===== src/sv/swrl_pkg.sv =====
// ----------------------------------------------------------------------------
// swrl_pkg: shared types and constants of the sliding window rate limiter
// Holds register codes, reset values, field widths and the cell command type.
// ----------------------------------------------------------------------------
package swrl_pkg;

	// Default geometry of the time stamp chain.
	localparam int RING_DEPTH_DEF = 64;
	localparam int TIME_BITS_DEF  = 32;

	// Field widths fixed by the register and result formats.
	localparam int MAX_ADM_W   = 7;
	localparam int WINDOW_W    = 31;
	localparam int HELD_W      = 7;
	localparam int CFG_DATA_W  = 31;
	localparam int CFG_INDEX_W = 1;

	// Configuration register indexes.
	localparam logic [CFG_INDEX_W-1:0] REG_MAX_ADMITTED  = 1'b0;
	localparam logic [CFG_INDEX_W-1:0] REG_WINDOW_LENGTH = 1'b1;

	// Register reset values.
	localparam logic [MAX_ADM_W-1:0] MAX_ADMITTED_RESET  = 7'd5;
	localparam logic [WINDOW_W-1:0]  WINDOW_LENGTH_RESET = 31'd1000;

	// Command broadcast from the controller to every cell of the chain.
	typedef struct packed {
		logic shift;  // every cell takes its upper neighbor's stamp, the last cell the current time
		logic load;   // the cell addressed by the fill count takes the new stamp
	} chain_cmd_t;

endpackage


===== src/sv/swrl_cell.sv =====
// ----------------------------------------------------------------------------
// swrl_cell: one slot of the time stamp chain
// Holds one stored arrival time; shifts toward the oldest end or loads a new one.
// ----------------------------------------------------------------------------
module swrl_cell
	import swrl_pkg::*;
#(
	parameter int INDEX     = 0,
	parameter int CNT_W     = 7,
	parameter int TIME_BITS = TIME_BITS_DEF
) (
	input  logic                 clk,
	input  chain_cmd_t           cmd,
	input  logic [CNT_W-1:0]     slot,
	input  logic [TIME_BITS-1:0] new_stamp,
	input  logic [TIME_BITS-1:0] next_stamp,
	output logic [TIME_BITS-1:0] stamp
);

	logic [TIME_BITS-1:0] stamp_q;

	// The fill count points at the first free slot, which takes the new stamp.
	always_ff @(posedge clk) begin
		if (cmd.load && (slot == CNT_W'(INDEX))) begin
			stamp_q <= new_stamp;
		end else if (cmd.shift) begin
			stamp_q <= next_stamp;
		end
	end

	assign stamp = stamp_q;

endmodule


===== src/sv/swrl_ctrl.sv =====
// ----------------------------------------------------------------------------
// swrl_ctrl: sequencer of the sliding window rate limiter
// Expires old stamps at the chain head, decides admission, holds the result.
// ----------------------------------------------------------------------------
module swrl_ctrl
	import swrl_pkg::*;
#(
	parameter int RING_DEPTH = RING_DEPTH_DEF,
	parameter int TIME_BITS  = TIME_BITS_DEF,
	parameter int CNT_W      = $clog2(RING_DEPTH + 1)
) (
	input  logic                   clk,
	input  logic                   arst_n,
	input  logic                   cfg_we,
	input  logic [CFG_INDEX_W-1:0] cfg_index,
	input  logic [CFG_DATA_W-1:0]  cfg_data,
	input  logic                   in_valid,
	output logic                   in_ready,
	input  logic [TIME_BITS-1:0]   in_time,
	input  logic [TIME_BITS-1:0]   head_stamp,
	output chain_cmd_t             cmd,
	output logic [CNT_W-1:0]       fill,
	output logic [TIME_BITS-1:0]   now,
	output logic                   out_valid,
	input  logic                   out_ready,
	output logic                   out_admitted,
	output logic [HELD_W-1:0]      out_held
);

	localparam int CMP_W = ((CNT_W > MAX_ADM_W) ? CNT_W : MAX_ADM_W) + 1;
	localparam int AGE_W = (TIME_BITS > WINDOW_W) ? TIME_BITS : WINDOW_W;

	localparam logic [1:0] ST_IDLE   = 2'd0;
	localparam logic [1:0] ST_EXPIRE = 2'd1;
	localparam logic [1:0] ST_DECIDE = 2'd2;

	logic [1:0]           state_q;
	logic [CNT_W-1:0]     count_q;
	logic [MAX_ADM_W-1:0] max_adm_q;
	logic [WINDOW_W-1:0]  window_q;
	logic                 out_valid_q;
	logic [TIME_BITS-1:0] now_q;
	logic                 adm_q;
	logic [HELD_W-1:0]    held_q;

	logic [TIME_BITS-1:0] age;
	logic                 expired;
	logic [CMP_W-1:0]     max_ext;
	logic [CMP_W-1:0]     limit;
	logic                 room;
	logic                 out_free;
	logic [CNT_W-1:0]     count_next;

	// Age is taken modulo the time width, then compared unsigned to the window.
	assign age     = now_q - head_stamp;
	assign expired = AGE_W'(age) > AGE_W'(window_q);

	// A limit above the chain length saturates to the chain length.
	assign max_ext = CMP_W'(max_adm_q);
	assign limit   = (max_ext > CMP_W'(RING_DEPTH)) ? CMP_W'(RING_DEPTH) : max_ext;
	assign room    = CMP_W'(count_q) < limit;

	assign out_free   = !out_valid_q || out_ready;
	assign count_next = room ? (count_q + 1'b1) : count_q;

	always_comb begin
		cmd.shift = (state_q == ST_EXPIRE) && (count_q != '0) && expired;
		cmd.load  = (state_q == ST_DECIDE) && out_free && room;
	end

	always_ff @(posedge clk or negedge arst_n) begin
		if (!arst_n) begin
			state_q     <= ST_IDLE;
			count_q     <= '0;
			max_adm_q   <= MAX_ADMITTED_RESET;
			window_q    <= WINDOW_LENGTH_RESET;
			out_valid_q <= 1'b0;
		end else begin
			if (cfg_we) begin
				unique case (cfg_index)
					REG_MAX_ADMITTED:  max_adm_q <= cfg_data[MAX_ADM_W-1:0];
					REG_WINDOW_LENGTH: window_q  <= cfg_data[WINDOW_W-1:0];
				endcase
			end
			// A new result replaces the one being taken in the same cycle.
			if ((state_q == ST_DECIDE) && out_free) begin
				out_valid_q <= 1'b1;
			end else if (out_ready) begin
				out_valid_q <= 1'b0;
			end
			unique case (state_q)
				ST_IDLE: begin
					if (in_valid) begin
						state_q <= ST_EXPIRE;
					end
				end
				ST_EXPIRE: begin
					if (cmd.shift) begin
						count_q <= count_q - 1'b1;
					end else begin
						state_q <= ST_DECIDE;
					end
				end
				ST_DECIDE: begin
					if (out_free) begin
						count_q <= count_next;
						state_q <= ST_IDLE;
					end
				end
				default: state_q <= ST_IDLE;
			endcase
		end
	end

	always_ff @(posedge clk) begin
		if ((state_q == ST_IDLE) && in_valid) begin
			now_q <= in_time;
		end
		if ((state_q == ST_DECIDE) && out_free) begin
			adm_q  <= room;
			held_q <= HELD_W'(count_next);
		end
	end

	assign in_ready     = (state_q == ST_IDLE);
	assign fill         = count_q;
	assign now          = now_q;
	assign out_valid    = out_valid_q;
	assign out_admitted = adm_q;
	assign out_held     = held_q;

`ifndef SYNTHESIS
	a_count_bound: assert property (@(posedge clk) disable iff (!arst_n)
		count_q <= RING_DEPTH)
		else $error("stored count exceeds chain length");

	a_cmd_excl: assert property (@(posedge clk) disable iff (!arst_n)
		!(cmd.shift && cmd.load))
		else $error("shift and load issued together");

	a_load_counts: assert property (@(posedge clk) disable iff (!arst_n)
		cmd.load |=> count_q == $past(count_q) + 1'b1)
		else $error("load did not advance the count");

	a_shift_counts: assert property (@(posedge clk) disable iff (!arst_n)
		cmd.shift |=> count_q == $past(count_q) - 1'b1)
		else $error("shift did not retire one stamp");

	a_result_once: assert property (@(posedge clk) disable iff (!arst_n)
		(state_q == ST_DECIDE) && out_free |=> (state_q == ST_IDLE) && out_valid_q)
		else $error("decision did not produce a result");
`endif

endmodule


===== src/sv/sliding_window_rate_limiter_core.sv =====
// Sequence: a request word is taken in the idle state; stamps that have left the window
//   then expire, the head cell's age compare retiring one stamp a cycle, and the decide
//   state registers the result, waiting until the last one is taken; only idle takes requests.
// Reset: arst_n clears the sequencer, the stored count and the output valid at once and loads
//   max_admitted = 5, window_length = 1000; stamp cells are not cleared and need no pass.
// ----------------------------------------------------------------------------
// sliding_window_rate_limiter_core: sliding window log rate limiter
// Keeps the arrival times of admitted requests in a chain of cells and admits a
// request while fewer than max_admitted of them lie inside the window.
// ----------------------------------------------------------------------------
module sliding_window_rate_limiter_core
	import swrl_pkg::*;
#(
	parameter int RING_DEPTH = RING_DEPTH_DEF,
	parameter int TIME_BITS  = TIME_BITS_DEF
) (
	input  logic                                clk,
	input  logic                                arst_n,
	// Configuration writes: index 0 is max_admitted, index 1 is window_length.
	input  logic                                cfg_we,
	input  logic [CFG_INDEX_W-1:0]              cfg_index,
	input  logic [CFG_DATA_W-1:0]               cfg_data,
	// Request words.
	input  logic                                s_tvalid,
	output logic                                s_tready,
	input  logic [((TIME_BITS + 7) / 8) * 8-1:0] s_tdata,  // arrival_time, zero padded
	// Result words.
	output logic                                m_tvalid,
	input  logic                                m_tready,
	output logic [7:0]                          m_tdata   // held_count[6:0], admitted
);

	localparam int CNT_W = $clog2(RING_DEPTH + 1);

	chain_cmd_t           cmd;
	logic [CNT_W-1:0]     fill;
	logic [TIME_BITS-1:0] now;
	logic                 admitted;
	logic [HELD_W-1:0]    held_count;
	logic [TIME_BITS-1:0] stamps [RING_DEPTH];
	logic [TIME_BITS-1:0] nexts  [RING_DEPTH];

	// The sequencer checks only the head cell, so one stamp expires per cycle and the
	// admission test is a compare of the fill count against the saturated limit.
	swrl_ctrl #(
		.RING_DEPTH (RING_DEPTH),
		.TIME_BITS  (TIME_BITS),
		.CNT_W      (CNT_W)
	) u_ctrl (
		.clk          (clk),
		.arst_n       (arst_n),
		.cfg_we       (cfg_we),
		.cfg_index    (cfg_index),
		.cfg_data     (cfg_data),
		.in_valid     (s_tvalid),
		.in_ready     (s_tready),
		.in_time      (s_tdata[TIME_BITS-1:0]),
		.head_stamp   (stamps[0]),
		.cmd          (cmd),
		.fill         (fill),
		.now          (now),
		.out_valid    (m_tvalid),
		.out_ready    (m_tready),
		.out_admitted (admitted),
		.out_held     (held_count)
	);

	// Cell 0 always holds the oldest stamp. A shift moves every stamp one cell toward
	// the head; a load writes the new stamp into the first free cell.
	for (genvar i = 0; i < RING_DEPTH; i++) begin : g_cell
		if (i == RING_DEPTH - 1) begin : g_last
			assign nexts[i] = now;
		end else begin : g_mid
			assign nexts[i] = stamps[i+1];
		end

		swrl_cell #(
			.INDEX     (i),
			.CNT_W     (CNT_W),
			.TIME_BITS (TIME_BITS)
		) u_cell (
			.clk        (clk),
			.cmd        (cmd),
			.slot       (fill),
			.new_stamp  (now),
			.next_stamp (nexts[i]),
			.stamp      (stamps[i])
		);
	end

	assign m_tdata = {held_count, admitted};

endmodule

===== config.mk =====
export PLATFORM = sky130hd
export DESIGN_NAME = sliding_window_rate_limiter_core
export DESIGN_NICKNAME = d
export VERILOG_FILES = /design/src/sv/swrl_pkg.sv /design/src/sv/swrl_cell.sv /design/src/sv/swrl_ctrl.sv /design/src/sv/sliding_window_rate_limiter_core.sv
export SDC_FILE = /design/constraint.sdc
export NUM_CORES = 2
export LEC_CHECK = 0
export BUFFER_PORTS_ARGS = -buffer_cell sky130_fd_sc_hd__buf_4
export CORE_MARGIN = 4
export CORE_UTILIZATION = 40
export DETAILED_ROUTE_END_ITERATION = 10
export GPL_ROUTABILITY_DRIVEN = 0
export PLACE_DENSITY = 0.62
export REMOVE_ABC_BUFFERS = 1
export SYNTH_ARGS = -nofsm -noshare
export SYNTH_HDL_FRONTEND = slang
export SYNTH_SLANG_ARGS = --single-unit

===== constraint.sdc =====
create_clock -name clk -period 7.8 [get_ports clk]
set_input_delay 0.39 -clock clk [delete_from_list [all_inputs] [get_ports clk]]
set_output_delay 0.39 -clock clk [all_outputs]
set_load 0.05 [all_outputs]

==> reports/results.txt <==
Status: finished clean
Post-synthesis simple-gate area fraction: 0.0147
CP Data Arrival Time: 7.21 ns
Post-Synthesis Cells: 5268
Register area share after synthesis: 0.687
Initial antenna violation count: 24
Leak pwr: 35.2 nW
Area share of fa/ha/maj cells after synthesis: 0.0104
Top cells by count, synth: edfxtp_1, mux2_2, clkbuf_1, nand2_1, buf_1
Die width: 490 µm
Combinational power share: 0.276
IO buf count: 78
WL met3: 16300 µm
Clock Path Buffers: 3
NetSw: 14.7 mW
Overall Global Routing Usage: 0.188
Synth Warn #: 0
Synth top area cells: edfxtp_1, mux2_2, dfrtp_1, ha_1, mux2_1
HPWL after DPL: 142000 µm
Peak supply drop: 0.000257 V
Clock root buffer: clkbuf_16
Final WS setup: 1.10 ns
Max-cap violations: 0
CTS sink cnt: 2136
CTS tree: built
Mapped cell area: 93000 µm²
Final period util: 0.859
Total Power: 48.6 mW
Met1 wire length: 101000 µm
Router iterations before antenna repair: 7
EDFF count, synth: 2088
Largest net degree at the start of global routing: 59
Int Power: 33.9 mW
Via count: 45900
DR WL met2: 106000 µm
Final core occ: 0.455
Setup CP Type: flop to flop
Vias in the first global route: 46900
Worst endpoint required time: 8.30 ns
Sequential Power Share: 0.506
Slew headroom: 0.249
Die area: 240000 µm²
Area leader, netlist: edfxtp_1
Die Y: 490 µm
Final Non-Filler Cells: 8576
Final wirelength: 229000 µm
DR WL/cell: 26.7 µm
Inserted Clock Buffers: 215
# rows: 176
Clock slew at reported path FFs: 0.06 ns
Worst hold-check path type: input port to flop
Layout cells sized above 1: 0.474
Final net count: 5504
Post-Synth XOR/XNOR Area: 0.00339
Yosys reg bits: 2136
Clk Latency, worst-skew pair: 0.85 ns
Complex-gate fraction of the synthesized area: 0.0126
First-pass GRT wire length: 336000 µm
Most common cell in the synthesized netlist: edfxtp_1
Clock Skew: 0.0446 ns
Detailed Route Iter0 Violations: 4307
Crit Path Max Fanout: 40
FMAX: 0.149 GHz
Place WS: 1.26 ns
Initial Util: 0.403
Total grt overflow: 0
CTS HTree Levels: 4
Final Max Tran Viols: 0
Synth Flop Type: edfxtp_1
Power per cell area: 463 nW/µm²
Vias per Instance: 5.35
Clk pwr share: 0.217
Critical path launch point type: flop
RSZ-0062 raised after global routing: no
I/O pin total: 79
Crit end category: flop
Hold Vio Cnt, Final: 0
Placed cells: 8101
Setup violators final: 0
Multiplexer area fraction after synthesis: 0.247
Post-CTS setup buffers: 0
Post-synth cell types: 64
Post-synth ARST share: 0.0225
Synthesis-to-layout area growth: 12.8%
Sw Ratio: 0.303
Worst slew pin tran: 1.12 ns
DR top layer: met5
CORE AREA: 231000 µm²
Combinational family with the most area after synthesis: multiplexers
Detail Route Antenna Nets: 0
Synthesized area per cell: 17.7 µm²
Final Critical Period: 6.70 ns
DRC: 0
Top cell type's share of synthesized area: 0.674
-- logic make-up (layout without fill, tap and decap cells) --
group | after synthesis | count (layout)
fa+ha+maj | 77 | 77
xor+xnor | 36 | 36
simple gates | 270 | 270
other cells | 0 | 6
compound gates | 186 | 186
buf+inv | 524 | 800
mux | 2039 | 2039
flops | 2136 | 2136
-- registers in the layout (all words and copies together) (netlist names) --
| name | flops |
|---|---|
| u_ctrl.window_q | 31 |
| u_ctrl.out_valid | 1 |
| g_cell.u_cell.stamp | 2048 |
| u_ctrl.out_admitted | 1 |
| u_ctrl.state_q | 2 |
| u_ctrl.fill | 7 |
| u_ctrl.now | 32 |
| u_ctrl.max_adm_q | 7 |
| u_ctrl.out_held | 7 |
-- layout by cell type, fill, tap and decap left out, types with 19 or more instances in the layout --
cell type	count
edfxtp_1	2088
mux2_2	1966
buf_4	250
clkbuf_16	220
nand2_1	126
inv_1	78
ha_1	76
mux2_1	71
dlygate4sd3_1	66
clkinv_1	44
clkbuf_1	41
dfrtp_1	40
a21oi_1	38
o21ai_0	37
nor2_1	36
clkinv_2	34
bufinv_16	28
a21o_1	20
xnor2_1	19
nor2_4	19
-- routing by layer --
layer	vias up	GRT usage
met3	330	0.0400
li1	20500	-
met2	1579	0.297
met1	23600	0.265
met5	-	0
met4	4	0.0507
-- critical path, stage by stage (launching register included) --
cell and delay (ns):
edfxtp_1 0.73, ha_1 0.41, a21oi_1 0.18, o21ai_0 0.13
a221o_1 0.37, a31o_2 0.25, a21oi_1 0.22, o2bb2ai_1 0.20
o221ai_1 0.21, o21ai_0 0.18, a21oi_1 0.10, ha_1 0.31
nand4_1 0.15, or3_1 0.39, nor3_1 0.23, a21oi_1 0.11
a21oi_1 0.73, o31ai_4 0.16, buf_12 0.24, nand2_1 0.61
buf_4 0.36
-- what timing repair did --
action                    in CTS  in global routing
hold buffers                  66                  0
hold endpoints to repair     121                  0
resized for setup              0                  0
-- path summary, 6_finish.rpt --
path,to,start,slack (ns),cells past startpoint
worst min register to register,u_ctrl.window_q[19],u_ctrl.window_q[19],0.51,1
worst max register to register,g_cell[55].u_cell.stamp[15],u_ctrl.now[8],1.10,20
worst min-delay path,u_ctrl.max_adm_q[6],cfg_index,0.09,3
max in group asynchronous,u_ctrl.fill[3],arst_n,7.14,2
worst max-delay path,g_cell[55].u_cell.stamp[15],u_ctrl.now[8],1.10,20
min in group asynchronous,u_ctrl.window_q[20],arst_n,0.14,2
-- area by class of cell --
type                            count  area, µm²
Timing Repair Buffer              319       2600
Multi-Input combinational cell   2608      27100
Fill cell                       19400     126000
Clock buffer                      264       5690
Inverter                           78        293
Sequential cell                  2136      63900
Clock inverter                    139       1560
Tap cell                         3026       3790
Antenna cell                        6       15.0
-- per-stage QoR --
step           hold slack, ns  setup TNS [ns]  cell area [µm²]
4_1_cts                0.0267               0           105000
2_1_floorplan          0.0944        -5593.63            91000
5_1_grt                 0.102               0           105000
3_5_place_dp            0.481               0            97000
6_report               0.0931               0           105000
3_3_place_gp            0.477               0            97000
-- power groups by stage --
stage	registers (mW)	clock network [mW]	logic (mW)
final	24.6	10.6	13.4
after global routing	25.1	11.3	14.7
after CTS	24.6	10.8	13.6
after detailed placement	24.7	0	13.3
after global placement	24.7	0	13.2
after floorplan	24.4	0	8.79
No activity file was read; power rests on OpenSTA's default activity.
